===== config.mk =====
export PLATFORM = sky130hd
export DESIGN_NAME = block_page_bitmap_allocator_top
export DESIGN_NICKNAME = d
export VERILOG_FILES = /design/src/hw/rtl/bpba_pkg.sv /design/src/hw/rtl/bpba_front.sv /design/src/hw/rtl/bpba_back.sv /design/src/hw/rtl/block_page_bitmap_allocator_top.sv
export SDC_FILE = /design/constraint.sdc
export NUM_CORES = 2
export LEC_CHECK = 0
export CORE_MARGIN = 3
export CORE_UTILIZATION = 52
export CTS_CLUSTER_SIZE = 8
export DETAILED_ROUTE_END_ITERATION = 8
export DONT_BUFFER_PORTS = 1
export HOLD_SLACK_MARGIN = 0.06
export PLACE_DENSITY = 0.73
export SETUP_SLACK_MARGIN = 0.2
export SYNTH_ARGS = -nofsm -noshare
export SYNTH_HDL_FRONTEND = slang
export SYNTH_SLANG_ARGS = --single-unit

===== constraint.sdc =====
create_clock -name clk -period 9.5 [get_ports clk]
set_input_delay 1.9 -clock clk [delete_from_list [all_inputs] [get_ports clk]]
set_output_delay 1.9 -clock clk [all_outputs]
set_load 0.02 [all_outputs]

===== src/hw/rtl/bpba_pkg.sv =====
// ----------------------------------------------------------------------------
// bpba_pkg
// Shared types and constants of the block page bitmap allocator.
// ----------------------------------------------------------------------------
package bpba_pkg;

    localparam int NUM_BLOCKS_DEF      = 16;
    localparam int PAGES_PER_BLOCK_DEF = 64;
    localparam int PAGE_SHIFT_DEF      = 12;
    localparam int MAX_PER_REQ_DEF     = 64;

    localparam int ADDR_W  = 22;
    localparam int AMT_W   = 7;
    localparam int FUNC_W  = 2;
    localparam int STAT_W  = 2;
    localparam int MAX_RESULTS = 64;

    localparam logic [FUNC_W-1:0] FN_MAP   = 2'd0;
    localparam logic [FUNC_W-1:0] FN_ALLOC = 2'd1;
    localparam logic [FUNC_W-1:0] FN_FREE  = 2'd2;

    localparam logic [STAT_W-1:0] ST_OK        = 2'd0;
    localparam logic [STAT_W-1:0] ST_ILLEGAL   = 2'd1;
    localparam logic [STAT_W-1:0] ST_NONE      = 2'd2;
    localparam logic [STAT_W-1:0] ST_NOT_ALLOC = 2'd3;

    // Classified command handed from front end to back end.
    typedef enum logic [2:0] {
        CMD_MAP   = 3'd0,
        CMD_ALLOC = 3'd1,
        CMD_FREE  = 3'd2,
        CMD_ERR   = 3'd3
    } cmd_t;

    typedef struct packed {
        cmd_t             cmd;
        logic [AMT_W-1:0] amount;
        logic [7:0]       blk;
        logic [5:0]       pg;
    } job_t;

endpackage


===== src/hw/rtl/bpba_front.sv =====
// ----------------------------------------------------------------------------
// bpba_front
// Accepts request words, classifies them and pushes jobs into a small queue.
// ----------------------------------------------------------------------------
module bpba_front #(
    parameter int NUM_BLOCKS      = bpba_pkg::NUM_BLOCKS_DEF,
    parameter int PAGES_PER_BLOCK = bpba_pkg::PAGES_PER_BLOCK_DEF,
    parameter int PAGE_SHIFT_BITS = bpba_pkg::PAGE_SHIFT_DEF,
    parameter int MAX_PER_REQUEST = bpba_pkg::MAX_PER_REQ_DEF
) (
    input  logic                        clk,
    input  logic                        rst_n,
    input  logic                        in_valid,
    output logic                        in_ready,
    input  logic [bpba_pkg::FUNC_W-1:0] func,
    input  logic [bpba_pkg::AMT_W-1:0]  amount_requested,
    input  logic [bpba_pkg::ADDR_W-1:0] page_addr,
    output logic                        job_valid,
    input  logic                        job_ready,
    output bpba_pkg::job_t              job
);
    import bpba_pkg::*;

    localparam int PBITS  = (PAGES_PER_BLOCK > 1) ? $clog2(PAGES_PER_BLOCK) : 1;
    localparam int BSHIFT = PAGE_SHIFT_BITS + PBITS;
    localparam int DEPTH  = 2;

    job_t       q_reg [DEPTH];
    logic       wp_reg, wp_next, rp_reg, rp_next;
    logic [1:0] cnt_reg, cnt_next;
    job_t       cls;
    logic [ADDR_W-1:0] blk_full, pg_full;
    logic       push, pop;

    // Classify request
    always_comb
    begin
        blk_full = page_addr >> BSHIFT;
        pg_full  = (page_addr >> PAGE_SHIFT_BITS) & ((ADDR_W'(1) << PBITS) - ADDR_W'(1));
        cls.amount = amount_requested;
        cls.blk    = blk_full[7:0];
        cls.pg     = pg_full[5:0];
        case (func)
            FN_MAP:   cls.cmd = CMD_MAP;
            FN_ALLOC: cls.cmd = (amount_requested > AMT_W'(MAX_PER_REQUEST)) ?
                                CMD_ERR : CMD_ALLOC;
            FN_FREE:  cls.cmd = (blk_full >= ADDR_W'(NUM_BLOCKS) ||
                                 pg_full >= ADDR_W'(PAGES_PER_BLOCK)) ? CMD_ERR : CMD_FREE;
            default:  cls.cmd = CMD_ERR;
        endcase
    end

    assign in_ready  = (cnt_reg != 2'(DEPTH));
    assign push      = in_valid && in_ready;
    assign job_valid = (cnt_reg != 2'd0);
    assign pop       = job_valid && job_ready;
    assign job       = q_reg[rp_reg];

    // Queue pointers
    always_comb
    begin
        wp_next  = push ? ~wp_reg : wp_reg;
        rp_next  = pop ? ~rp_reg : rp_reg;
        cnt_next = cnt_reg + 2'(push) - 2'(pop);
    end

    always_ff @(posedge clk or negedge rst_n)
    begin
        if (!rst_n)
        begin
            wp_reg  <= 1'b0;
            rp_reg  <= 1'b0;
            cnt_reg <= 2'd0;
        end
        else
        begin
            wp_reg  <= wp_next;
            rp_reg  <= rp_next;
            cnt_reg <= cnt_next;
        end
    end

    always_ff @(posedge clk)
    begin
        if (push)
            q_reg[wp_reg] <= cls;
    end

endmodule


===== src/hw/rtl/bpba_back.sv =====
// ----------------------------------------------------------------------------
// bpba_back
// Carries out jobs against block flags, page bitmaps and use counts; emits
// result words through an output register.
// ----------------------------------------------------------------------------
module bpba_back #(
    parameter int NUM_BLOCKS      = bpba_pkg::NUM_BLOCKS_DEF,
    parameter int PAGES_PER_BLOCK = bpba_pkg::PAGES_PER_BLOCK_DEF,
    parameter int PAGE_SHIFT_BITS = bpba_pkg::PAGE_SHIFT_DEF
) (
    input  logic                        clk,
    input  logic                        rst_n,
    input  logic                        job_valid,
    output logic                        job_ready,
    input  bpba_pkg::job_t              job,
    output logic                        out_valid,
    input  logic                        out_ready,
    output logic [bpba_pkg::ADDR_W-1:0] page_addr_out,
    output logic [bpba_pkg::STAT_W-1:0] status,
    output logic [bpba_pkg::AMT_W-1:0]  amount_done,
    output logic                        last
);
    import bpba_pkg::*;

    localparam int PBITS  = (PAGES_PER_BLOCK > 1) ? $clog2(PAGES_PER_BLOCK) : 1;
    localparam int BSHIFT = PAGE_SHIFT_BITS + PBITS;
    localparam int BW     = (NUM_BLOCKS > 1) ? $clog2(NUM_BLOCKS) : 1;
    localparam int BCW    = $clog2(NUM_BLOCKS + 1);

    typedef enum logic [3:0] {
        S_IDLE = 4'b0001,
        S_SCAN = 4'b0010,
        S_PAGE = 4'b0100,
        S_EMIT = 4'b1000
    } state_t;

    state_t state_reg, state_next;
    logic [NUM_BLOCKS-1:0]     in_use_reg, in_use_next;
    logic [PAGES_PER_BLOCK-1:0] map_reg [NUM_BLOCKS];
    logic [AMT_W-1:0]          used_reg [NUM_BLOCKS];
    job_t                      job_reg, job_next;
    logic [BCW-1:0]            blk_reg, blk_next;
    logic [AMT_W-1:0]          cnt_reg, cnt_next;
    logic [PAGES_PER_BLOCK-1:0] cur_map;
    logic [PBITS-1:0]          free_pg;
    logic                      any_free;
    logic                      ov_reg, ov_next;
    logic [ADDR_W-1:0]         oa_reg, oa_next;
    logic [STAT_W-1:0]         os_reg, os_next;
    logic [AMT_W-1:0]          od_reg, od_next;
    logic                      ol_reg, ol_next;
    logic                      map_we, used_we, set_bit;
    logic [BW-1:0]             we_blk;
    logic [PBITS-1:0]          we_pg;
    logic [AMT_W-1:0]          used_wdata;
    logic                      out_free;
    logic [BW-1:0]             bi;

    assign out_free  = !ov_reg || out_ready;
    assign job_ready = (state_reg == S_IDLE) && out_free;
    assign bi        = blk_reg[BW-1:0];
    assign cur_map   = map_reg[bi];

    // Lowest clear page of the current block (priority encoder)
    always_comb
    begin
        free_pg  = '0;
        any_free = 1'b0;
        for (int p = PAGES_PER_BLOCK - 1; p >= 0; p--)
        begin
            if (!cur_map[p])
            begin
                free_pg  = PBITS'(p);
                any_free = 1'b1;
            end
        end
    end

    // Sequencer
    always_comb
    begin
        state_next  = state_reg;
        in_use_next = in_use_reg;
        job_next    = job_reg;
        blk_next    = blk_reg;
        cnt_next    = cnt_reg;
        ov_next     = ov_reg && !out_ready;
        oa_next     = oa_reg;
        os_next     = os_reg;
        od_next     = od_reg;
        ol_next     = ol_reg;
        map_we      = 1'b0;
        used_we     = 1'b0;
        set_bit     = 1'b0;
        we_blk      = job_reg.blk[BW-1:0];
        we_pg       = job_reg.pg[PBITS-1:0];
        used_wdata  = '0;
        case (state_reg)
            S_IDLE:
            begin
                if (job_valid && out_free)
                begin
                    job_next = job;
                    blk_next = '0;
                    cnt_next = '0;
                    case (job.cmd)
                        CMD_MAP:   state_next = S_SCAN;
                        CMD_ALLOC: state_next = (job.amount == '0) ? S_EMIT : S_SCAN;
                        CMD_FREE:  state_next = S_PAGE;
                        default:
                        begin
                            ov_next = 1'b1; oa_next = '0; os_next = ST_ILLEGAL;
                            od_next = '0;   ol_next = 1'b1;
                        end
                    endcase
                end
            end
            S_SCAN:
            begin
                if (blk_reg >= BCW'(NUM_BLOCKS) || cnt_reg >= job_reg.amount)
                    state_next = S_EMIT;
                else if (job_reg.cmd == CMD_MAP)
                begin
                    if (!in_use_reg[bi])
                    begin
                        in_use_next[bi] = 1'b1;
                        cnt_next = cnt_reg + AMT_W'(1);
                    end
                    blk_next = blk_reg + BCW'(1);
                end
                else if (!in_use_reg[bi] || !any_free)
                    blk_next = blk_reg + BCW'(1);
                else if (out_free)
                begin
                    // Grant one page; the final grant is marked when the scan ends
                    map_we  = 1'b1;
                    set_bit = 1'b1;
                    we_blk  = bi;
                    we_pg   = free_pg;
                    used_we = 1'b1;
                    used_wdata = used_reg[bi] + AMT_W'(1);
                    cnt_next = cnt_reg + AMT_W'(1);
                    ov_next = 1'b1;
                    oa_next = ADDR_W'((ADDR_W'(bi) << BSHIFT) |
                                      (ADDR_W'(free_pg) << PAGE_SHIFT_BITS));
                    os_next = ST_OK;
                    od_next = cnt_reg + AMT_W'(1);
                    ol_next = 1'b0;
                    // Hold last grant back until we know it is last: emit only
                    // when the register is free, patch last in S_EMIT instead
                    state_next = S_SCAN;
                end
            end
            S_PAGE:
            begin
                if (out_free)
                begin
                    ov_next = 1'b1; oa_next = '0; ol_next = 1'b1;
                    if (map_reg[we_blk][we_pg])
                    begin
                        map_we = 1'b1;
                        used_we = 1'b1;
                        used_wdata = used_reg[we_blk] - AMT_W'(1);
                        os_next = ST_OK; od_next = AMT_W'(1);
                    end
                    else
                    begin
                        os_next = ST_NOT_ALLOC; od_next = '0;
                    end
                    state_next = S_IDLE;
                end
            end
            S_EMIT:
            begin
                if (job_reg.cmd == CMD_MAP)
                begin
                    if (out_free)
                    begin
                        ov_next = 1'b1; oa_next = '0; os_next = ST_OK;
                        od_next = cnt_reg; ol_next = 1'b1;
                        state_next = S_IDLE;
                    end
                end
                else if (cnt_reg == '0)
                begin
                    if (out_free)
                    begin
                        ov_next = 1'b1; oa_next = '0; os_next = ST_NONE;
                        od_next = '0; ol_next = 1'b1;
                        state_next = S_IDLE;
                    end
                end
                else if (out_free)
                begin
                    // last grant still held in the staging slot
                    ol_next = 1'b1;
                    ov_next = 1'b1;
                    state_next = S_IDLE;
                end
            end
            default: state_next = S_IDLE;
        endcase
    end

    logic pend_reg, pend_next;
    logic [ADDR_W-1:0] pa_reg;
    logic [AMT_W-1:0]  pd_reg;

    // Pending grant staging: grants go to a staging slot first, move out when
    // the next grant arrives or when the scan finishes.
    always_comb
    begin
        pend_next = pend_reg;
        if (set_bit) pend_next = 1'b1;
        else if (state_reg == S_EMIT && job_reg.cmd == CMD_ALLOC && out_free)
            pend_next = 1'b0;
    end

    logic              fv;
    logic [ADDR_W-1:0] fa;
    logic [STAT_W-1:0] fs;
    logic [AMT_W-1:0]  fd;
    logic              fl;
    always_comb
    begin
        fv = ov_next; fa = oa_next; fs = os_next; fd = od_next; fl = ol_next;
        if (job_reg.cmd == CMD_ALLOC && (state_reg == S_SCAN || state_reg == S_EMIT))
        begin
            fv = ov_reg && !out_ready; fa = oa_reg; fs = os_reg; fd = od_reg;
            fl = ol_reg;
            if (set_bit && pend_reg)
            begin
                fv = 1'b1; fa = pa_reg; fs = ST_OK; fd = pd_reg; fl = 1'b0;
            end
            else if (state_reg == S_EMIT && out_free)
            begin
                fv = 1'b1; fl = 1'b1; fa = pend_reg ? pa_reg : '0;
                fs = pend_reg ? ST_OK : ST_NONE; fd = pend_reg ? pd_reg : '0;
            end
        end
    end

    always_ff @(posedge clk or negedge rst_n)
    begin
        if (!rst_n)
        begin
            state_reg  <= S_IDLE;
            in_use_reg <= '0;
            ov_reg     <= 1'b0;
            pend_reg   <= 1'b0;
            blk_reg    <= '0;
            cnt_reg    <= '0;
            for (int b = 0; b < NUM_BLOCKS; b++)
            begin
                map_reg[b]  <= '0;
                used_reg[b] <= '0;
            end
        end
        else
        begin
            state_reg  <= state_next;
            in_use_reg <= in_use_next;
            ov_reg     <= fv;
            pend_reg   <= (state_reg == S_IDLE) ? 1'b0 : pend_next;
            blk_reg    <= blk_next;
            cnt_reg    <= cnt_next;
            if (map_we)
                map_reg[we_blk][we_pg] <= set_bit;
            if (used_we)
                used_reg[we_blk] <= used_wdata;
        end
    end

    always_ff @(posedge clk)
    begin
        job_reg <= job_next;
        oa_reg  <= fa;
        os_reg  <= fs;
        od_reg  <= fd;
        ol_reg  <= fl;
        if (set_bit)
        begin
            pa_reg <= oa_next;
            pd_reg <= od_next;
        end
    end

    assign out_valid     = ov_reg;
    assign page_addr_out = oa_reg;
    assign status        = os_reg;
    assign amount_done   = od_reg;
    assign last          = ol_reg;

endmodule


===== src/hw/rtl/block_page_bitmap_allocator_top.sv =====
// Block page bitmap allocator. Requests enter a two-word queue and are run
// one at a time by a sequencer that walks the blocks, one block per cycle;
// an alloc stays on a block while it grants its pages, waiting while the
// output is stalled. Reset clears the control state, block flags, page
// bitmaps and use counts, not the queue entries or output data registers.
// ----------------------------------------------------------------------------
// block_page_bitmap_allocator_top
// Top level: front-end classifier and queue, back-end allocation sequencer.
// ----------------------------------------------------------------------------
module block_page_bitmap_allocator_top #(
    parameter int NUM_BLOCKS      = bpba_pkg::NUM_BLOCKS_DEF,
    parameter int PAGES_PER_BLOCK = bpba_pkg::PAGES_PER_BLOCK_DEF,
    parameter int PAGE_SHIFT_BITS = bpba_pkg::PAGE_SHIFT_DEF,
    parameter int MAX_PER_REQUEST = bpba_pkg::MAX_PER_REQ_DEF
) (
    input  logic                        clk,
    input  logic                        rst_n,
    input  logic                        in_valid,
    output logic                        in_ready,
    input  logic [bpba_pkg::FUNC_W-1:0] func,
    input  logic [bpba_pkg::AMT_W-1:0]  amount_requested,
    input  logic [bpba_pkg::ADDR_W-1:0] page_addr,
    output logic                        out_valid,
    input  logic                        out_ready,
    output logic [bpba_pkg::ADDR_W-1:0] page_addr_out,
    output logic [bpba_pkg::STAT_W-1:0] status,
    output logic [bpba_pkg::AMT_W-1:0]  amount_done,
    output logic                        last
);
    import bpba_pkg::*;

    job_t job;
    logic job_valid, job_ready;

    bpba_front #(
        .NUM_BLOCKS(NUM_BLOCKS), .PAGES_PER_BLOCK(PAGES_PER_BLOCK),
        .PAGE_SHIFT_BITS(PAGE_SHIFT_BITS), .MAX_PER_REQUEST(MAX_PER_REQUEST)
    ) u_front (
        .clk, .rst_n, .in_valid, .in_ready, .func, .amount_requested, .page_addr,
        .job_valid, .job_ready, .job
    );

    bpba_back #(
        .NUM_BLOCKS(NUM_BLOCKS), .PAGES_PER_BLOCK(PAGES_PER_BLOCK),
        .PAGE_SHIFT_BITS(PAGE_SHIFT_BITS)
    ) u_back (
        .clk, .rst_n, .job_valid, .job_ready, .job,
        .out_valid, .out_ready, .page_addr_out, .status, .amount_done, .last
    );

endmodule


==> results.py <==
metrics = {
    "sta": {
        "setup_slack_ns": 1.46,
        "finalSetupViolCount": 0,
        "period_needed_ns": 8.04,
        "relSlewSlack": 0.0561,
        "finalSetupTns_ns": 0,
        "report.final.slew_viol_count": 0,
        "finClkSkew_ns": 0.0490,
        "rsz0062_at_grt": "false",
        "finalCritPeriodShare": 0.847,
        "tightestPinTransition_ns": 1.41,
        "max_freq_ghz": 0.124,
        "finalHoldViolations": 0,
    },
    "clock_network": {
        "clk_latency_ns": 0.83,
        "cts_buffer_depth": 3,
        "clkTransAtPathRegs_ns": 0.05,
        "cts_resized": 0,
        "hold_buffers": 0,
        "clk_root_buffer_cell": "clkbuf_16",
        "htree_levels": 4,
        "cts_sinks": 1180,
        "cts_tree": "done",
        "cts_setup_buffers": 0,
        "cts_made_buffers": 166,
    },
    "final_layout": {
        "layout.nets": 5525,
        "drive_above_1_share": 0.322,
        "final_cell_mix": "1071 x nand2_1, 1059 x dfrtp_1, 840 x mux2_2",
        "stdcell_area_um2": 74800,
        "final_common_cell": "nand2_1",
        "final_util": 0.573,
        "largest_reg_flops": 1024,
        "synthToLayoutAreaGrowth_pct": 8.52,
    },
    "yosys": {
        "synth_area_leaders": "dfrtp_1 39%, mux2_2 14%, mux4_2 13%",
        "syn_avg_cell_area_um2": 12.2,
        "synthesis.area_um2": 69000,
        "synth_enable_flop_cells": 118,
        "synth.top_cell.area_share": 0.385,
        "yosys.area.top_type": "dfrtp_1",
        "syn-instance-count": 5662,
        "ys_ff_latch": 1180,
        "syn_nets": 5716,
        "synthFlopType": "dfrtp_1",
        "synthArstFlopShare": 0.900,
        "synthDistinctLibCells": 91,
        "yosys_warnings": 0,
        "seq_area_frac_synth": 0.437,
    },
    "critical_path": {
        "r2r_start": "u_back.blk_reg[0]",
        "crit_path_start_kind": "flip-flop",
        "endpoint_kind": "flip-flop",
        "crit_type": "reg2reg",
        "required_ns": 10.17,
        "r2r_cells": 14,
        "reg2reg_to": "u_back.map_reg[407]",
        "reg2reg_setup_slack_ns": 1.46,
        "path_max_fanout": 54,
        "critPathArrivalTime_ns": 8.71,
    },
    "place": {
        "gp_congestion": 0.956,
        "hpwlAfterDp_um": 140000,
        "portBuffers": 0,
        "placed_area_um2": 70300,
        "place_ws_ns": 1.77,
    },
    "global_route": {
        "grt_max_degree": 241,
        "antenna_found_initial": 6,
        "grt_pass1_wl_um": 335000,
        "grt.total_usage": 0.327,
        "first_global_vias": 50700,
        "overflow": 0,
    },
    "worst_hold_path": {
        "hold_path_end": "u_back.in_use_reg[6]",
        "hp-start": "u_back.in_use_reg[6]",
        "hold_depth": 1,
        "hp-class": "reg2reg",
    },
    "die": {
        "die_x_um": 370,
        "die-area_um2": 137000,
        "die-height_um": 370,
        "io_pins": 69,
        "core_area_um2": 131000,
        "num_rows": 132,
        "start_util": 0.528,
    },
    "detailed_routing": {
        "drt_first_iter_violations": 6946,
        "drtAntennaViolNets": 0,
        "drc_errors": 0,
        "drt_pass1_iterations": 9,
        "finalWirelength_um": 227000,
        "num_vias": 51300,
        "wire_per_inst_um": 31.2,
        "via_per_inst": 7.07,
    },
    "pwr": {
        "p_per_area_nw_per_um2": 218,
        "p_leak_uw": 0.0314,
        "ir_drop_v": 0.000230,
    },
    "run": {
        "cap_violations": 0,
    },
    "outcome": {
        "status": "finished, final reports clean",
    },
}
[layer usage]
metal / part of all wire / vias up / track usage
li1: - / 20600 / -
met1: 0.37 / 26300 / 0.421
met2: 0.43 / 3600 / 0.468
met3: 0.14 / 864 / 0.126
met4: 0.067 / 4 / 0.194
met5: 0.00076 / - / 0.00962
[cell families (layout without fill, tap and decap cells)]
group | Yosys count | count (layout) | synth area share
buffers and inverters | 537 | 386 | 0.0386
muxes | 1708 | 1708 | 0.339
and+or+nand+nor | 1522 | 1522 | 0.0939
other | 0 | 7 | 0
xor gates and xnor gates | 11 | 11 | 0.00140
DFF | 1180 | 1180 | 0.437
AOI/OAI and AO/OA | 685 | 685 | 0.0867
adders and majority gates | 19 | 19 | 0.00345
[cell usage after synthesis (all sizes together), types with 4 or more instances]
library cell,count
ha,19
nor4,13
nor3,20
mux4,391
nand4b,8
nand2b,21
inv,35
a21oi,74
o211ai,26
mux2,1048
or3,5
o22a,12
nand4,17
and2,14
or2,6
a22oi,180
o2111ai,6
xnor2,4
a221o,12
nand2,1071
edfxtp,118
a31oi,10
mux2i,269
or4,12
buf,253
a31o,6
o21a,7
o21bai,18
xor2,7
nor2b,16
o31ai,10
nand3b,4
dfrtp,1061
o21ai,65
nor2,119
a22o,25
a21o,5
clkbuf,249
nand3,166
o22ai,44
nor4b,6
a221oi,33
a211oi,125
and4,4
and3,9
[power breakdown]
| part | total [uW] | switching (uW) | leakage (uW) | internal (uW) |
|---|---|---|---|---|
| Clock | 5430 | 2260 | 0.00221 | 3160 |
| Combinational | 5220 | 3780 | 0.0132 | 1440 |
| Sequential | 5660 | 318 | 0.0160 | 5340 |
| Total | 16300 | 6360 | 0.0314 | 9950 |
[layout make-up]
class	count	area, um2
timing repair buffer	143	1350
multi-input combinational	3945	36500
antenna	7	17.5
tap	1742	2180
inverter	35	139
clock buffer	194	4310
clock inverter	14	216
fill	10300	55800
sequential	1180	30100
[critical path, stage by stage, from the launching register on]
cell      delay, ns
dfrtp_4        1.07
buf_4          0.59
mux4_2         0.56
a22o_1         0.28
a221o_1        0.41
nand4_1        0.18
a211oi_1       0.10
a2111o_1       0.53
a311oi_1       1.03
a22oi_1        0.39
nand2b_1       0.72
nor2_4         0.74
buf_4          0.64
nand2_1        0.12
mux2_1         0.35
[worst max path at each step]
stage	start	to	slack [ns]	cells after the start
after detailed placement	u_back.blk_reg[0]	u_back.map_reg[140]	1.77	13
final	u_back.blk_reg[0]	u_back.map_reg[407]	1.46	14
after global routing	u_back.blk_reg[0]	u_back.map_reg[20]	1.34	13
after CTS	u_back.blk_reg[0]	u_back.map_reg[532]	1.80	13
after global placement	u_back.blk_reg[0]	u_back.map_reg[972]	1.80	13
after floorplan	u_back.blk_reg[0]	u_back.status[0]	4.54	17
[metrics by stage]
stage          total power [uW]  instances  hold slack, ns
4_1_cts                   16100       7253           0.470
5_1_grt                   16700       7253           0.495
3_3_place_gp              10700       7045           0.452
3_5_place_dp              10700       7045           0.459
6_report                  16300       7260           0.463
2_1_floorplan              8980       5662           0.438
(Power assumes the default switching activity.)
